==> config.mk <==
export PLATFORM = sky130hd
export DESIGN_NAME = pulse_width_command_sender
export DESIGN_NICKNAME = d
export VERILOG_FILES = /design/src/hdl/pwcs_pkg.sv /design/src/hdl/pulse_width_command_sender.sv /design/src/hdl/pwcs_cfg_regs.sv /design/src/hdl/pwcs_seq.sv
export SDC_FILE = /design/constraint.sdc
export NUM_CORES = 1
export LEC_CHECK = 0
export BUFFER_PORTS_ARGS = -buffer_cell sky130_fd_sc_hd__buf_2
export CAP_MARGIN = 20
export CORE_MARGIN = 2
export CORE_UTILIZATION = 40
export DETAILED_ROUTE_END_ITERATION = 16
export PLACE_DENSITY = 0.56
export SLEW_MARGIN = 40
export SYNTH_ARGS = -nofsm -noshare
export SYNTH_HDL_FRONTEND = slang
export SYNTH_HIERARCHICAL = 1
export SYNTH_SLANG_ARGS = --single-unit
==> constraint.sdc <==
create_clock -name clk -period 6.04 [get_ports clk]
set_clock_uncertainty 0.2 [all_clocks]
set_input_delay 1.208 -clock clk [delete_from_list [all_inputs] [get_ports clk]]
set_output_delay 1.208 -clock clk [all_outputs]
set_load 0.02 [all_outputs]
==> src/hdl/pwcs_pkg.sv <==
`timescale 1ns / 1ps
`default_nettype none

package pwcs_pkg;

  // Configuration port geometry: five registers, the widest is 16 bits.
  localparam int CFG_DATA_W = 16;
  localparam int CFG_ADDR_W = 3;

  typedef enum logic [CFG_ADDR_W-1:0] {
    REG_MUTE_ENABLE  = 3'd0,
    REG_SYNC_HIGH    = 3'd1,
    REG_SYNC_LOW     = 3'd2,
    REG_LONG_PULSE   = 3'd3,
    REG_SHORT_PULSE  = 3'd4
  } cfg_reg_t;

  // Values the registers take at reset.
  localparam logic [CFG_DATA_W-1:0] SYNC_HIGH_RST   = 16'd8000;
  localparam logic [CFG_DATA_W-1:0] SYNC_LOW_RST    = 16'd1000;
  localparam logic [CFG_DATA_W-1:0] LONG_PULSE_RST  = 16'd1500;
  localparam logic [CFG_DATA_W-1:0] SHORT_PULSE_RST = 16'd500;

  // Kind of an input transaction.
  typedef enum logic {
    OP_TICK = 1'b0,
    OP_PLAY = 1'b1
  } op_t;

  typedef struct packed {
    logic                  mute_enable;
    logic [CFG_DATA_W-1:0] sync_high_ticks;
    logic [CFG_DATA_W-1:0] sync_low_ticks;
    logic [CFG_DATA_W-1:0] long_pulse_ticks;
    logic [CFG_DATA_W-1:0] short_pulse_ticks;
  } cfg_t;

  // One result, in the order it is packed on the output bus (lowest bit last here).
  typedef struct packed {
    logic dropped;
    logic sending;
    logic line_level;
  } res_t;

endpackage

`default_nettype wire

==> src/hdl/pulse_width_command_sender.sv <==
`timescale 1ns / 1ps
`default_nettype none

// Channel   Direction  Contents
// in_*      input      tuser: op (0 tick, 1 play); tdata: command, busy_level
// out_*     output     tdata: line_level, sending, dropped
// cfg_*     input      write enable, register index, 16-bit write data
//
// Every input transaction yields exactly one output transaction, after it has
// passed through the input register and then the result register.
// One transaction can be accepted every cycle while out_tready is high; the rate
// is set by the single pass through the frame sequencer between the two registers.
// Reset is synchronous and active low; it returns the line to low and idle and
// loads the default pulse timings.
// When out_tready is low, a held result stops the input register from moving
// and in_tready drops once the input register is full as well.
module pulse_width_command_sender #(
  parameter int COUNT_WIDTH  = 16,
  parameter int COMMAND_BITS = 8
) (
  input  wire logic                                    clk,
  input  wire logic                                    rst_n,
  input  wire logic                                    in_tvalid,
  output      logic                                    in_tready,
  // Bits from the lowest: command, busy_level, zero fill.
  input  wire logic [((COMMAND_BITS + 8) / 8) * 8-1:0] in_tdata,
  // Bit 0: op.
  input  wire logic                                    in_tuser,
  output      logic                                    out_tvalid,
  input  wire logic                                    out_tready,
  // Bits from the lowest: line_level, sending, dropped, zero fill.
  output      logic [7:0]                              out_tdata,
  input  wire logic                                    cfg_wen,
  input  wire logic [pwcs_pkg::CFG_ADDR_W-1:0]         cfg_addr,
  input  wire logic [pwcs_pkg::CFG_DATA_W-1:0]         cfg_wdata
);

  // Input register.
  logic                    in_valid_r;
  logic                    op_r;
  logic [COMMAND_BITS-1:0] cmd_r;
  logic                    busy_r;

  // Result register.
  logic           out_valid_r;
  pwcs_pkg::res_t out_res_r;

  pwcs_pkg::cfg_t cfg;
  pwcs_pkg::res_t seq_res;

  logic advance;
  logic fire;
  logic in_accept;

  // The result register can take a new result when it is empty or being read.
  assign advance   = !out_valid_r || out_tready;
  assign fire      = in_valid_r && advance;
  assign in_tready = !in_valid_r || advance;
  assign in_accept = in_tvalid && in_tready;

  always_ff @(posedge clk) begin
    if (!rst_n) begin
      in_valid_r <= 1'b0;
    end else if (in_accept) begin
      in_valid_r <= 1'b1;
    end else if (fire) begin
      in_valid_r <= 1'b0;
    end
  end

  always_ff @(posedge clk) begin
    if (in_accept) begin
      op_r   <= in_tuser;
      cmd_r  <= in_tdata[COMMAND_BITS-1:0];
      busy_r <= in_tdata[COMMAND_BITS];
    end
  end

  pwcs_cfg_regs u_cfg (
    .clk       (clk),
    .rst_n     (rst_n),
    .cfg_wen   (cfg_wen),
    .cfg_addr  (cfg_addr),
    .cfg_wdata (cfg_wdata),
    .cfg       (cfg)
  );

  // The sequencer steps exactly once per transaction, when it moves forward.
  pwcs_seq #(
    .COUNT_WIDTH  (COUNT_WIDTH),
    .COMMAND_BITS (COMMAND_BITS)
  ) u_seq (
    .clk        (clk),
    .rst_n      (rst_n),
    .step_en    (fire),
    .op         (op_r),
    .command    (cmd_r),
    .busy_level (busy_r),
    .cfg        (cfg),
    .res        (seq_res)
  );

  always_ff @(posedge clk) begin
    if (!rst_n) begin
      out_valid_r <= 1'b0;
    end else if (fire) begin
      out_valid_r <= 1'b1;
    end else if (out_tready) begin
      out_valid_r <= 1'b0;
    end
  end

  always_ff @(posedge clk) begin
    if (fire) begin
      out_res_r <= seq_res;
    end
  end

  assign out_tvalid = out_valid_r;
  assign out_tdata  = {5'b0, out_res_r};

  // A transaction that moves forward always leaves a result behind it.
  a_fire_fills_output: assert property (@(posedge clk) disable iff (!rst_n)
    fire |=> out_valid_r)
    else $error("result register not loaded after a step");

  // Only a play request can be reported as dropped.
  a_tick_never_dropped: assert property (@(posedge clk) disable iff (!rst_n)
    (fire && (pwcs_pkg::op_t'(op_r) == pwcs_pkg::OP_TICK)) |=> !out_res_r.dropped)
    else $error("tick transaction flagged as dropped");

  // The line is only driven high while a frame is in progress.
  a_line_high_only_sending: assert property (@(posedge clk) disable iff (!rst_n)
    (out_valid_r && out_res_r.line_level) |-> out_res_r.sending)
    else $error("line high outside a frame");

  // A request that was not dropped starts a frame.
  a_request_starts_frame: assert property (@(posedge clk) disable iff (!rst_n)
    (fire && (pwcs_pkg::op_t'(op_r) == pwcs_pkg::OP_PLAY) && !seq_res.dropped)
      |=> out_res_r.sending)
    else $error("accepted request did not start a frame");

endmodule

`default_nettype wire

==> src/hdl/pwcs_cfg_regs.sv <==
`timescale 1ns / 1ps
`default_nettype none

// Register file for the pulse timing and mute settings.
module pwcs_cfg_regs (
  input  wire logic                              clk,
  input  wire logic                              rst_n,
  input  wire logic                              cfg_wen,
  input  wire logic [pwcs_pkg::CFG_ADDR_W-1:0]   cfg_addr,
  input  wire logic [pwcs_pkg::CFG_DATA_W-1:0]   cfg_wdata,
  output pwcs_pkg::cfg_t                         cfg
);

  pwcs_pkg::cfg_t cfg_r;
  pwcs_pkg::cfg_t cfg_nxt;

  always_comb begin
    cfg_nxt = cfg_r;
    if (cfg_wen) begin
      unique case (pwcs_pkg::cfg_reg_t'(cfg_addr))
        pwcs_pkg::REG_MUTE_ENABLE: cfg_nxt.mute_enable       = cfg_wdata[0];
        pwcs_pkg::REG_SYNC_HIGH:   cfg_nxt.sync_high_ticks   = cfg_wdata;
        pwcs_pkg::REG_SYNC_LOW:    cfg_nxt.sync_low_ticks    = cfg_wdata;
        pwcs_pkg::REG_LONG_PULSE:  cfg_nxt.long_pulse_ticks  = cfg_wdata;
        pwcs_pkg::REG_SHORT_PULSE: cfg_nxt.short_pulse_ticks = cfg_wdata;
        default: ;
      endcase
    end
  end

  always_ff @(posedge clk) begin
    if (!rst_n) begin
      cfg_r.mute_enable       <= 1'b0;
      cfg_r.sync_high_ticks   <= pwcs_pkg::SYNC_HIGH_RST;
      cfg_r.sync_low_ticks    <= pwcs_pkg::SYNC_LOW_RST;
      cfg_r.long_pulse_ticks  <= pwcs_pkg::LONG_PULSE_RST;
      cfg_r.short_pulse_ticks <= pwcs_pkg::SHORT_PULSE_RST;
    end else begin
      cfg_r <= cfg_nxt;
    end
  end

  assign cfg = cfg_r;

endmodule

`default_nettype wire

==> src/hdl/pwcs_seq.sv <==
`timescale 1ns / 1ps
`default_nettype none

// Frame sequencer. Holds the line state and advances it by one transaction
// whenever step_en is high. The result reflects the state after that step.
module pwcs_seq #(
  parameter int COUNT_WIDTH  = 16,
  parameter int COMMAND_BITS = 8
) (
  input  wire logic                    clk,
  input  wire logic                    rst_n,
  input  wire logic                    step_en,
  input  wire logic                    op,
  input  wire logic [COMMAND_BITS-1:0] command,
  input  wire logic                    busy_level,
  input  wire pwcs_pkg::cfg_t          cfg,
  output pwcs_pkg::res_t               res
);

  localparam int BIW  = (COMMAND_BITS > 1) ? $clog2(COMMAND_BITS) : 1;
  localparam int CMPW = (COUNT_WIDTH > pwcs_pkg::CFG_DATA_W) ? COUNT_WIDTH
                                                              : pwcs_pkg::CFG_DATA_W;
  localparam logic [COUNT_WIDTH-1:0] CNT_MAX  = {COUNT_WIDTH{1'b1}};
  localparam logic [BIW-1:0]         LAST_BIT = BIW'(COMMAND_BITS - 1);

  typedef enum logic [2:0] {
    PH_IDLE,
    PH_WAIT,
    PH_SYNC_HI,
    PH_SYNC_LO,
    PH_BIT_HI,
    PH_BIT_LO
  } phase_t;

  phase_t                  phase_r, phase_nxt;
  logic [COUNT_WIDTH-1:0]  cnt_r, cnt_nxt;
  logic [BIW-1:0]          bidx_r, bidx_nxt;
  logic [COMMAND_BITS-1:0] shift_r, shift_nxt;
  logic                    line_r, line_nxt;

  logic                          cur_bit;
  logic [pwcs_pkg::CFG_DATA_W-1:0] part_len;
  logic [COUNT_WIDTH-1:0]        cnt_inc;
  logic                          part_done;
  logic                          dropped;

  assign cur_bit = shift_r[COMMAND_BITS-1];

  // Length of the part in progress; a one bit is long high, short low.
  always_comb begin
    case (phase_r)
      PH_SYNC_HI: part_len = cfg.sync_high_ticks;
      PH_SYNC_LO: part_len = cfg.sync_low_ticks;
      PH_BIT_HI:  part_len = cur_bit ? cfg.long_pulse_ticks : cfg.short_pulse_ticks;
      default:    part_len = cur_bit ? cfg.short_pulse_ticks : cfg.long_pulse_ticks;
    endcase
  end

  // The counter saturates; a part also ends when the counter is full.
  assign cnt_inc   = (cnt_r == CNT_MAX) ? cnt_r : cnt_r + COUNT_WIDTH'(1);
  assign part_done = (CMPW'(cnt_inc) >= CMPW'(part_len)) || (cnt_inc == CNT_MAX);

  always_comb begin
    phase_nxt = phase_r;
    cnt_nxt   = cnt_r;
    bidx_nxt  = bidx_r;
    shift_nxt = shift_r;
    line_nxt  = line_r;
    dropped   = 1'b0;
    if (step_en) begin
      if (pwcs_pkg::op_t'(op) == pwcs_pkg::OP_PLAY) begin
        if (cfg.mute_enable || (phase_r != PH_IDLE)) begin
          dropped = 1'b1;
        end else begin
          shift_nxt = command;
          bidx_nxt  = '0;
          cnt_nxt   = '0;
          phase_nxt = PH_WAIT;
        end
      end else begin
        unique case (phase_r)
          PH_IDLE: ;
          PH_WAIT: begin
            if (!busy_level) begin
              phase_nxt = PH_SYNC_HI;
              line_nxt  = 1'b1;
              cnt_nxt   = '0;
            end
          end
          PH_SYNC_HI, PH_SYNC_LO, PH_BIT_HI, PH_BIT_LO: begin
            cnt_nxt = cnt_inc;
            if (part_done) begin
              cnt_nxt = '0;
              case (phase_r)
                PH_SYNC_HI: begin
                  phase_nxt = PH_SYNC_LO;
                  line_nxt  = 1'b0;
                end
                PH_SYNC_LO, PH_BIT_LO: begin
                  if ((phase_r == PH_BIT_LO) && (bidx_r == LAST_BIT)) begin
                    phase_nxt = PH_IDLE;
                    line_nxt  = 1'b0;
                  end else begin
                    if (phase_r == PH_BIT_LO) begin
                      bidx_nxt  = bidx_r + BIW'(1);
                      shift_nxt = shift_r << 1;
                    end
                    phase_nxt = PH_BIT_HI;
                    line_nxt  = 1'b1;
                  end
                end
                default: begin
                  phase_nxt = PH_BIT_LO;
                  line_nxt  = 1'b0;
                end
              endcase
            end
          end
          default: phase_nxt = PH_IDLE;
        endcase
      end
    end
  end

  always_ff @(posedge clk) begin
    if (!rst_n) begin
      phase_r <= PH_IDLE;
      cnt_r   <= '0;
      bidx_r  <= '0;
      shift_r <= '0;
      line_r  <= 1'b0;
    end else begin
      phase_r <= phase_nxt;
      cnt_r   <= cnt_nxt;
      bidx_r  <= bidx_nxt;
      shift_r <= shift_nxt;
      line_r  <= line_nxt;
    end
  end

  assign res.line_level = line_nxt;
  assign res.sending    = (phase_nxt != PH_IDLE);
  assign res.dropped    = dropped;

endmodule

`default_nettype wire
; After elaboration in Yosys (flattened, before gate mapping)
; Cells that the tools add are included.
[classes]
bitwise_logic = 0
mul = 0
add_sub_neg = 2
n_mux = 43
n_eq_ne = 15
n_div = 0
reduce_logical = 29
shift = 0
n_lt_le_gt_ge = 1
[ops]
columns = op, count
row1 = $mux W16, 7
row2 = $mux W8, 7
row3 = $pmux W16 S3, 1
row4 = $mux W3, 13
row5 = $eq A16 B16 Y1 const B, 2
row6 = $pmux W16 S2, 1
row7 = $add A16 B1 Y16 const B, 1
row8 = $ge A16 B16 Y1, 1
row9 = $eq A3 B2 Y1 const B, 4
row10 = $eq A3 B3 Y1 const B, 4
row11 = $reduce_bool A2 Y1, 6
row12 = $mux W1, 11
row13 = $reduce_and A2 Y1, 5
row14 = $pmux W3 S3, 1
row15 = $reduce_bool A3 Y1, 3
row16 = $reduce_and A7 Y1, 1
row17 = $eq A3 B1 Y1 const B, 2
row18 = $logic_not A3 Y1, 2
row19 = $pmux W3 S2, 1
row20 = $logic_or A1 B1 Y1, 4
row21 = $ne A2 B2 Y1 const B, 2
row22 = $reduce_and A4 Y1, 1
row23 = $reduce_or A4 Y1, 1
row24 = $add A3 B1 Y3 const B, 1
row25 = other kinds (5), 8
[totals]
n_memories = 0
ramBits = 0
mem_bits_ro = 0
latchBits = 0
register_bits = 111

; Depth between registers and ports, before layout
; Gate-level depths: netlist of run 1.
[logic_depth]
word_depth = 9
mapped_depth = 18
depth_no_buf = 15

; Modules after synthesis
; Netlist of run 1, hierarchy kept.
[modules_own_cells]
columns = module, area_per_inst_um2, cells_per_inst, instances
row1 = pwcs_seq, 3335.7, 409, 1
row2 = pwcs_cfg_regs, 2568.7, 245, 1
row3 = pulse_width_command_sender, 535.5, 28, 1

; Least setup slack after synthesis of run 1
; No wires, ideal clock.
[synth_timing]
kind = reg2reg
startpoint = register u_seq.cnt_r[1]
endpoint = register u_seq.cnt_r[6]
period_less_slack_ns = 4.281
stages_incl_launch_ff = 18
setup_ns = 0.071
path_buffers = 3
arrival_ns = 4.009
path_slack_ns = 1.759
path_cell_list = dfxtp_1 ha_1 buf_2 nand3_2 or3_1 buf_4 nand2_1 nor2_1 xor2_1 ha_1 and3_1 a2111oi_0 o21ai_0 a211oi_2 o211ai_2 clkbuf_1 or4_1 a21oi_1
[synth_via]
elab_chain_cells = 7
elab_cells_between_ends = 9
classes_between = 1 x add/sub / 1 x order compare / 2 x eq/ne / 4 x mux / 1 x reduce/logical
[synth_rtl]
columns = item, line_no
row1 = start: declaration, pwcs_seq.sv:36  ; logic [COUNT_WIDTH-1:0] cnt_r, cnt_nxt;
row2 = start signal: assignment, pwcs_seq.sv:134  ; cnt_r <= cnt_nxt;
row3 = $add A16 B1 Y16 / $eq A16 B16 Y1 (equally long branches), pwcs_seq.sv:60  ; assign cnt_inc = (cnt_r == CNT_MAX) ? cnt_r : cnt_r + COUNT_WIDTH'(1);
row4 = $mux W16 (*), pwcs_seq.sv:60
row5 = $ge A16 B16 Y1 / $eq A16 B16 Y1 (equally long branches), pwcs_seq.sv:61  ; assign part_done = (CMPW'(cnt_inc) >= CMPW'(part_len)) || (cnt_inc == CNT_MAX);
row6 = $logic_or A1 B1 Y1, pwcs_seq.sv:61
row7 = $mux W16 (*), pwcs_seq.sv:92  ; if (part_done) begin
row8 = $pmux W16 S2 (*), pwcs_seq.sv:81  ; unique case (phase_r)
row9 = $mux W16 (*), pwcs_seq.sv:71  ; if (pwcs_pkg::op_t'(op) == pwcs_pkg::OP_PLAY) begin
; Every way passes the cells marked *; elsewhere a longest branch is shown, timed or not.
; A chain may end at the register's enable or synchronous reset.

==> impl_metrics.yaml, run 1 <==
status:
  status: "complete, no violations"
logic_synthesis:
  ys_ff_latch: 111
  syn_area_mm2: 0.006440
  ys.warnings.count: 6
  synth_top_area_cell: "dfxtp_1"
  ys.flop_type: "dfxtp_1"
  ys_top_cells_by_area: "dfxtp_1 (30%), mux2i_1 (14%), edfxtp_1 (6.1%)"
  yosysMostFrequentCell: "dfxtp_1"
  synthCells: 682
  synthTopCellsByCount: "dfxtp_1 (98), nand2_1 (93), mux2i_1 (89), nor2b_1 (40), a21oi_1 (38)"
  synth_seq_area_share: 0.3653
  synth.distinct_cells: 82
  yosys.area.top_type_share: 0.3046
  synthArstFlopShare: 0
  synth_edf_count: 13
  syn_avg_cell_area_um2: 9.443
worst_setup_path:
  r2r_cells: 15
  endpoint_kind: "register"
  critPathArrivalTime_ns: 4.97
  worstPathMaxFanout: 10
  path_class: "reg2reg"
  rrSetupSlack_ns: 1.02
  crit_path_start_kind: "register"
  rr_startpoint: "u_seq/cnt_r[0]"
  crit_start: "u_seq/cnt_r[0]"
  rr_endpoint: "out_tdata[1]"
  worstPathRequired_ns: 6.00
  cp-endpoint: "out_tdata[1]"
placed_design:
  placed_area_mm2: 0.006668
  placed_cells: 889
  dpl.hpwl_mm: 10.62
  gp_congestion: 0.8576
  portBuffers: 38
sta:
  tns_ns: 0
  finalCritPeriodShare: 0.8306
  period_needed_ns: 5.017
  grt_setup_unrepaired: "no"
  relSlewSlack: 0.4476
  setup_violations: 0
  worst_pin_slew_ns: 0.8277
  hold_viol: 0
  fmax_ghz: 0.1993
  drv_slew: 0
cts:
  cts_made_buffers: 9
  h-tree-depth: 3
  cts_resized: 0
  cts_tree: "built"
  hold_buffers: 0
  post_cts_buffers: 0
  clk_pin_slew_ns: 0.07
  clock_sinks: 111
  root_buffer: "clkbuf_16"
  clk-insertion-delay-late_ns: 0.36
  clock_tree.buffer_depth: 2
floorplanning:
  chipHeight_um: 130.9
  rows: 46
  die_x_um: 130.9
  design.die.area_mm2: 0.01713
  coreArea_mm2: 0.01583
  pin_count: 51
  start_util: 0.4069
min_path:
  worstHoldPathType: "reg2reg"
cells_and_area:
  area_growth_syn_to_layout_pct: 8.238
  final_area_mm2: 0.006970
  fillers: 1555
  drive_gt1_frac: 0.1323
  fin_nets: 744
  antenna_cells: 0
  fin_cells: 904
grt:
  grt_pass1_vias: 5098
  antenna_found_initial: 0
  grt_max_degree: 55
  overflow: 0
  grtUsageTotal: 0.1911
  grt_pass1_wl_mm: 25.78
pwr:
  ir_worst_vdd_uv: 139.9
  p_leak_uw: 0.002713
  power_density_mw_per_mm2: 224.6
detailed_routing:
  postRouteAntennaNets: 0
  drtIter0Drc: 381
  drcViolationCount: 0
  vias: 5072
  wl_per_cell_um: 17.03
  viasPerCell: 5.611
  drtPass1Iterations: 4
  wirelength_mm: 15.39
flow_run:
  maxCapViolations: 0
## cells in the final DEF (no fill, tap or decap), types with 14 or more instances in the layout
| cell | n |
|---|---|
| buf_2 | 37 |
| ha_1 | 19 |
| nor2b_1 | 40 |
| o22a_1 | 15 |
| mux2i_1 | 89 |
| nand2_1 | 93 |
| a221oi_1 | 32 |
| dfxtp_1 | 98 |
| a21oi_1 | 37 |
| inv_1 | 14 |
## stage by stage
stage | utilization | setup WS (ns) | power, uW | hold slack [ns]
finish | 0.4404 | 1.023 | 1565 | 0.2598
global route | 0.4404 | 0.6981 | 1634 | 0.2863
CTS | 0.4397 | 0.8786 | 1579 | 0.2628
detailed placement | 0.4213 | 0.9377 | 985.3 | 0.2497
global placement | 0.4206 | 1.012 | 978.0 | 0.2422
floorplan | - | 1.759 | 936.9 | 0.2341
## logic make-up (layout without fill, tap and decap cells)
logic type | Yosys count | after routing | synth area share
adders and majority gates | 19 | 19 | 0.03692
and+or+nand+nor | 229 | 229 | 0.2028
buffers and inverters | 76 | 78 | 0.06023
AOI/OAI and AO/OA | 146 | 146 | 0.1805
other | 1 | 5 | 0.0005823
muxes | 90 | 90 | 0.1401
xor gates and xnor gates | 10 | 10 | 0.01360
DFF | 111 | 111 | 0.3653
## state kept, by name (all words and copies together) (netlist names)
signal / cells
out_tdata: 3
u_cfg/cfg: 65
u_seq/cnt_r: 16
cmd_r: 8
u_seq/line_r: 1
u_seq/bidx_r: 3
u_seq/phase_r: 3
out_tvalid: 1
busy_r: 1
in_valid_r: 1
u_seq/shift_r: 8
op_r: 1
## worst min-delay path by stage
| stage | start | end | slack, ns | depth (start not counted) |
|---|---|---|---|---|
| 3_5_place_dp | u_cfg/cfg[32] | u_cfg/cfg[32] | 0.25 | 2 |
| 4_1_cts | u_cfg/cfg[51] | u_cfg/cfg[51] | 0.26 | 2 |
| 3_3_place_gp | u_cfg/cfg[44] | u_cfg/cfg[44] | 0.24 | 2 |
| 6_report | u_cfg/cfg[32] | u_cfg/cfg[32] | 0.26 | 2 |
| 2_1_floorplan | u_cfg/cfg[48] | u_cfg/cfg[48] | 0.23 | 2 |
| 5_1_grt | u_cfg/cfg[50] | u_cfg/cfg[50] | 0.29 | 2 |
## final cells by class
class / instances / area (um^2) / area share
multi-input combinational: 499 / 3732 / 0.5355
clock inverter: 3 / 23.77 / 0.003411
tap: 216 / 270.3 / 0.03877
inverter: 15 / 56.30 / 0.008078
timing repair buffer: 48 / 267.8 / 0.03841
sequential: 111 / 2352 / 0.3375
clock buffer: 12 / 267.8 / 0.03841
## worst max-delay path, cell delays in order (launching register included)
cell	delay [ns]
dfxtp_1	0.57
ha_1	0.44
nand3_2	0.26
or3_1	0.60
nand2_1	0.18
nor2_1	0.08
xor2_1	0.16
ha_1	0.30
and3_1	0.18
a2111oi_0	0.41
o21ai_0	0.18
a211oi_2	0.25
buf_4	0.22
o22ai_2	0.17
o211a_1	0.28
o32ai_1	0.33
## metal layers
| layer | share of wire | up-vias | track usage |
|---|---|---|---|
| met1 | 0.47 | 2447 | 0.2539 |
| met2 | 0.48 | 96 | 0.3217 |
| met5 | 0 | - | 0 |
| met3 | 0.035 | 17 | 0.02769 |
| met4 | 0.014 | 0 | 0.06008 |
| li1 | - | 2512 | - |
## where the power goes
part | total [uW] | internal, uW | switching (uW)
registers | 784 | 768 | 15.3
logic | 186 | 72.3 | 114
clock network | 595 | 316 | 279
No activity file was read; power rests on OpenSTA's default activity.
==> run 2: changes to the inputs <==
--- a/config.mk
+++ b/config.mk
@@ -5,12 +5,13 @@
 export SDC_FILE = /design/constraint.sdc
 export NUM_CORES = 1
 export LEC_CHECK = 0
+export ABC_AREA = 1
 export BUFFER_PORTS_ARGS = -buffer_cell sky130_fd_sc_hd__buf_2
 export CAP_MARGIN = 20
 export CORE_MARGIN = 2
 export CORE_UTILIZATION = 40
 export DETAILED_ROUTE_END_ITERATION = 16
-export PLACE_DENSITY = 0.56
+export PLACE_DENSITY = 0.58
 export SLEW_MARGIN = 40
 export SYNTH_ARGS = -nofsm -noshare
 export SYNTH_HDL_FRONTEND = slang
==> constraint.sdc (replaced) <==
create_clock -name clk -period 4.2 [get_ports clk]
set_clock_uncertainty 0.2 [all_clocks]
set_input_delay 0.84 -clock clk [delete_from_list [all_inputs] [get_ports clk]]
set_output_delay 0.84 -clock clk [all_outputs]
set_load 0.02 [all_outputs]
==> impl_metrics.yaml, run 2 <==
status:
  status: "complete, no violations"
logic_synthesis:
  synth_compound_area_frac: 0.1247
  synth_top_area_cell: "dfxtp_1"
  synth_simple_gate_area_frac: 0.3664
  yosysMostFrequentCell: "nand2_1"
  synth-adder-area-share: 0.03795
  muxShareOfSynthArea: 0
  synth_xor_area_frac: 0.005593
  synth_edf_count: 13
  ys_ff_latch: 111
  synth_top_family_by_area: "simple AND/OR/NAND/NOR gates"
  synthArstFlopShare: 0
  synthCells: 920
  synthTopCellsByCount: "nand2_1 (247), nor2_1 (156), dfxtp_1 (98), nand3_1 (95), inv_1 (72)"
  ys.warnings.count: 6
  synth_seq_area_share: 0.3755
  synth.distinct_cells: 39
  syn_area_mm2: 0.006264
  syn_avg_cell_area_um2: 6.808
  ys_top_cells_by_area: "dfxtp_1 (31%), nand2_1 (15%), nor2_1 (9.3%)"
  yosys.area.top_type_share: 0.3132
  ys.flop_type: "dfxtp_1"
grt:
  grt_pass1_vias: 5377
  grt_pass1_wl_mm: 26.59
  grt_max_degree: 71
  antenna_found_initial: 0
  overflow: 0
  grtUsageTotal: 0.2017
sta:
  period_needed_ns: 3.815
  tns_ns: 0
  drv_slew: 0
  fin_hold_ws_ns: 0.2754
  worst_pin_slew_ns: 0.7892
  relSlewSlack: 0.4719
  hold_viol: 0
  grt_setup_unrepaired: "no"
  setup_violations: 0
  finalCritPeriodShare: 0.9083
  fmax_ghz: 0.2621
floorplanning:
  chipHeight_um: 129.1
  rows: 45
  die_x_um: 129.1
  start_util: 0.4105
  pin_count: 51
  design.die.area_mm2: 0.01668
  coreArea_mm2: 0.01526
worst_setup_path:
  critPathArrivalTime_ns: 3.71
  rrSetupSlack_ns: 0.39
  rr_startpoint: "u_seq/phase_r[0]"
  path_class: "reg2reg"
  rr_endpoint: "out_tdata[1]"
  worstPathMaxFanout: 11
  worstPathRequired_ns: 4.10
  endpoint_kind: "register"
  r2r_cells: 20
  crit_path_start_kind: "register"
cells_and_area:
  drive_gt1_frac: 0.1096
  layout_commonest_cell: "nand2_1"
  fin_nets: 1005
  largest_reg_flops: 65
  final_cell_mix: "nand2_1 (247), nor2_1 (156), dfxtp_1 (98)"
  antenna_cells: 0
  area_growth_syn_to_layout_pct: 10.43
cts:
  clock_tree.buffer_depth: 2
  clk_pin_slew_ns: 0.08
  cts_made_buffers: 9
  clk-insertion-delay-late_ns: 0.36
  h-tree-depth: 3
  clock_sinks: 111
  cts_tree: "built"
  root_buffer: "clkbuf_16"
min_path:
  hold_start: "u_cfg/cfg[35]"
  min_to: "u_cfg/cfg[35]"
  worstHoldPathType: "reg2reg"
  hold_depth: 2
detailed_routing:
  wirelength_mm: 15.95
  drcViolationCount: 0
  wl_per_cell_um: 13.75
  drtIter0Drc: 440
  vias: 5772
  drtPass1Iterations: 6
  postRouteAntennaNets: 0
  viasPerCell: 4.976
pwr:
  p_leak_uw: 0.003118
  power_uw: 2248
  power_density_mw_per_mm2: 325.0
  ir_worst_vdd_uv: 201.3
flow_run:
  maxCapViolations: 0
placed_design:
  portBuffers: 38
  dpl.hpwl_mm: 10.81
  gp_congestion: 0.8163
-- run 2: cell types whose count changed in the layout (fill, tap and decap cells not counted), sizes merged, moves of 24 or more --
cell    before  now
nand2       93  256
nor2        15  168
mux2i       89    0
nand3       12   99
inv         16   78
nor2b       41    0
a221oi      33    0
o21ai       13   37
-- run 2: how the worst max path moves through the flow --
stage	start	endpoint	depth (start not counted)
floorplan	u_seq/phase_r[1]	u_seq/cnt_r[12]	21
global placement	u_seq/phase_r[2]	out_tdata[1]	22
detailed placement	u_seq/phase_r[0]	out_tdata[1]	23
CTS	u_seq/phase_r[0]	out_tdata[1]	23
global route	u_seq/phase_r[2]	out_tdata[1]	20
finish	u_seq/phase_r[0]	out_tdata[1]	20
-- run 2: cell families (layout without fill, tap and decap cells) --
| family | Yosys count | in the layout |
|---|---|---|
| AOI/OAI and AO/OA | 130 | 130 |
| xor gates and xnor gates | 4 | 4 |
| adders and majority gates | 19 | 19 |
| buffers and inverters | 122 | 147 |
| DFF | 111 | 111 |
| other | 1 | 5 |
| and+or+nand+nor | 533 | 533 |
-- run 2: metal layers --
metal,track usage,vias to the layer above,part of all wire,routed length (um)
met5,0,-,0,0
met4,0.05371,0,0.015,243
met3,0.04211,19,0.046,734
met2,0.3207,116,0.44,6995
met1,0.2792,2616,0.50,7979
li1,-,3021,-,-
-- run 2: what timing repair did --
item                                    in CTS  in global routing
endpoints found under the setup margin       0                  1
gates resized for setup                      0                  1
hold buffers                                 0                  0
setup buffers                                0                  2
-- run 2: critical path: stages (launching register included) --
cell and delay (ns):
dfxtp_1 0.36, nor2_1 0.12, inv_1 0.08, nor2_1 0.32
nor2_1 0.12, inv_1 0.24, buf_4 0.25, a21oi_1 0.05
a211oi_1 0.34, ha_1 0.33, a21oi_1 0.13, o21ai_0 0.11
a21oi_1 0.12, o21ai_0 0.08, nor2_1 0.09, buf_4 0.15
nand3_1 0.07, nand2_1 0.06, inv_1 0.04, a21oi_1 0.20
nand3_1 0.11
-- run 2: where the power goes --
group / switching [uW] / internal [uW]
Clock: 424 / 467
Combinational: 152 / 74.0
Sequential: 21.2 / 1110
Total: 598 / 1650
-- run 2: cell type report --
class | count | area, um^2
Clock buffer | 11 | 264.0
Fill cell | 1632 | 8342
Tap cell | 211 | 264.0
Timing Repair Buffer | 56 | 337.8
Inverter | 76 | 289.0
Multi-Input combinational cell | 691 | 3367
Clock inverter | 4 | 42.54
Sequential cell | 111 | 2352
-- run 2: metrics by stage --
| step | utilization | setup WS (ns) | area (um^2) | cells |
|---|---|---|---|---|
| finish | 0.4533 | 0.3851 | 6917 | 1160 |
| global route | 0.4533 | 0.02705 | 6917 | 1160 |
| CTS | 0.4521 | 0.4421 | 6898 | 1158 |
| detailed placement | 0.4320 | 0.4634 | 6591 | 1143 |
| global placement | 0.4320 | 0.4642 | 6591 | 1143 |
| floorplan | - | 0.8554 | 6279 | 924 |
==> run 3: changes to the inputs <==
--- a/config.mk
+++ b/config.mk
@@ -12,7 +12,7 @@
 export CORE_UTILIZATION = 40
 export DETAILED_ROUTE_END_ITERATION = 16
 export PLACE_DENSITY = 0.58
-export SLEW_MARGIN = 40
+export REMOVE_ABC_BUFFERS = 1
 export SYNTH_ARGS = -nofsm -noshare
 export SYNTH_HDL_FRONTEND = slang
 export SYNTH_HIERARCHICAL = 1
==> impl_metrics.yaml, run 3 (same netlist as run 2, synthesis figures left out) <==
cells_and_area:
  layout_commonest_cell: "nand2_1"
  final_cell_mix: "nand2_1 (247), nor2_1 (156), dfxtp_1 (98)"
  multi_input_area_mm2: 0.003372
  fillers: 1621
  largest_reg_flops: 65
  fin_nets: 1003
  regArea_mm2: 0.002352
  area_growth_syn_to_layout_pct: 10.53
  drive_gt1_frac: 0.1097
  final_area_mm2: 0.006923
  antenna_cells: 0
worst_setup_path:
  worstPathMaxFanout: 20
  rr_endpoint: "out_tdata[1]"
  slowest_stage: "a211oi_1"
  crit_chain: "nor2_1 -> inv_1 -> nor2_1 -> nor2_1 -> inv_1 -> buf_4 -> a21oi_1 -> a211oi_1 -> ha_1 -> nand3_1 -> nor2_1 -> inv_1 -> nor4_1 -> nor2_1 -> buf_4 -> nand2_4 -> nand2_1 -> nand2_1 -> nand2_1 -> a21oi_1 -> nand3_1"
  r2r_cells: 21
  cpMostUsedCell: "nor2_1"
  crit_family: "simple AND/OR/NAND/NOR gates"
  slowest_delay_ns: 0.42
  critPathArrivalTime_ns: 3.60
  crit_start: "u_seq/phase_r[0]"
  crit_path_start_kind: "register"
  worstPathRequired_ns: 4.10
  rr_startpoint: "u_seq/phase_r[0]"
  endpoint_kind: "register"
  rrSetupSlack_ns: 0.50
  path_buf_inv: 5
  path_class: "reg2reg"
floorplanning:
  design.die.area_mm2: 0.01668
  chipHeight_um: 129.1
  start_util: 0.4105
  rows: 45
  pin_count: 51
  coreArea_mm2: 0.01526
  die_x_um: 129.1
detailed_routing:
  drtPass1Iterations: 7
  vias: 5762
  drtIter0Drc: 310
  drcViolationCount: 0
  viasPerCell: 4.972
  wirelength_mm: 15.92
  postRouteAntennaNets: 0
  wl_per_cell_um: 13.74
sta:
  grt_setup_unrepaired: "no"
  fmax_ghz: 0.2704
  tns_ns: 0
  period_needed_ns: 3.699
  hold_viol: 0
  drv_slew: 0
  worst_pin_slew_ns: 0.8458
  setup_violations: 0
  relSlewSlack: 0.4355
  finalCritPeriodShare: 0.8806
cts:
  h-tree-depth: 3
  hold_buffers: 0
  cts_tree: "built"
  cts_resized: 0
  cts_made_buffers: 9
  post_cts_buffers: 0
  clk_pin_slew_ns: 0.08
  root_buffer: "clkbuf_16"
  clock_tree.buffer_depth: 2
  clock_sinks: 111
  clk-insertion-delay-late_ns: 0.36
pwr:
  clockPowerShare: 0.396
  p_int_uw: 1652
  ir_worst_vdd_uv: 191.5
  power_density_mw_per_mm2: 324.0
  seq_power_share: 0.503
  netSwitchingPower_uw: 590.8
  p_leak_uw: 0.003112
  switching_share: 0.2634
  combPwrFrac: 0.101
placed_design:
  portBuffers: 38
  placed_area_mm2: 0.006616
  gp_congestion: 0.8353
  dpl.hpwl_mm: 10.83
grt:
  antenna_found_initial: 0
  overflow: 0
  grt_pass1_vias: 5373
  grt_pass1_wl_mm: 26.72
  grt_max_degree: 40
  grtUsageTotal: 0.2034
status:
  status: "complete, no violations"
min_path:
  worstHoldPathType: "reg2reg"
  min_to: "u_cfg/cfg[58]"
  hold_start: "u_cfg/cfg[58]"
  hold_depth: 2
flow_run:
  maxCapViolations: 0
[run 3: power groups by stage]
stage / registers, uW / clock network (uW) / logic, uW
floorplan: 1150 / 0 / 136
global placement: 1150 / 0 / 224
detailed placement: 1150 / 0 / 226
CTS: 1130 / 914 / 226
global route: 1130 / 958 / 259
finish: 1130 / 888 / 226
[run 3: cell type report]
cell class | count | share of cell area
clock buffer | 9 | 0.03253
clock inverter | 7 | 0.01102
inverter | 76 | 0.04121
multi-input combinational | 691 | 0.4871
sequential | 111 | 0.3398
tap | 211 | 0.03813
timing repair buffer | 54 | 0.05024
[run 3: through the flow]
stage / std cells / total power [uW] / hold slack (ns) / util / setup WS [ns]
after floorplan: 878 / 1291 / 0.2417 / - / 0.5139
after global placement: 1142 / 1377 / 0.2544 / 0.4331 / 0.4420
after detailed placement: 1143 / 1380 / 0.2602 / 0.4336 / 0.4641
after CTS: 1159 / 2269 / 0.2805 / 0.4534 / 0.4432
after global routing: 1159 / 2352 / 0.2993 / 0.4537 / 0.02107
final: 1159 / 2243 / 0.2779 / 0.4537 / 0.5013
[run 3: worst register-to-register path, cell delays in order (launching register included)]
cell and delay [ns]:
dfxtp_1 0.35, nor2_1 0.11, inv_1 0.07, nor2_1 0.26
nor2_1 0.13, inv_1 0.07, buf_4 0.26, a21oi_1 0.07
a211oi_1 0.42, ha_1 0.22, nand3_1 0.13, nor2_1 0.12
inv_1 0.06, nor4_1 0.17, nor2_1 0.08, buf_4 0.16
nand2_4 0.11, nand2_1 0.08, nand2_1 0.06, nand2_1 0.05
a21oi_1 0.17, nand3_1 0.11
[run 3: layer usage]
metal	vias to the layer above	track usage	share of wire
met2	102	0.3328	0.45
met1	2628	0.2803	0.50
met3	15	0.03138	0.043
li1	3017	-	-
met4	0	0.05499	0.012
met5	-	0	0
[run 3: worst max path at each step]
stage | end | slack (ns) | cells after the start
floorplan | u_seq/cnt_r[0] | 0.51 | 15
finish | out_tdata[1] | 0.50 | 21
global placement | out_tdata[1] | 0.44 | 22
CTS | out_tdata[1] | 0.44 | 23
global route | out_tdata[1] | 0.02 | 24
detailed placement | out_tdata[1] | 0.46 | 23
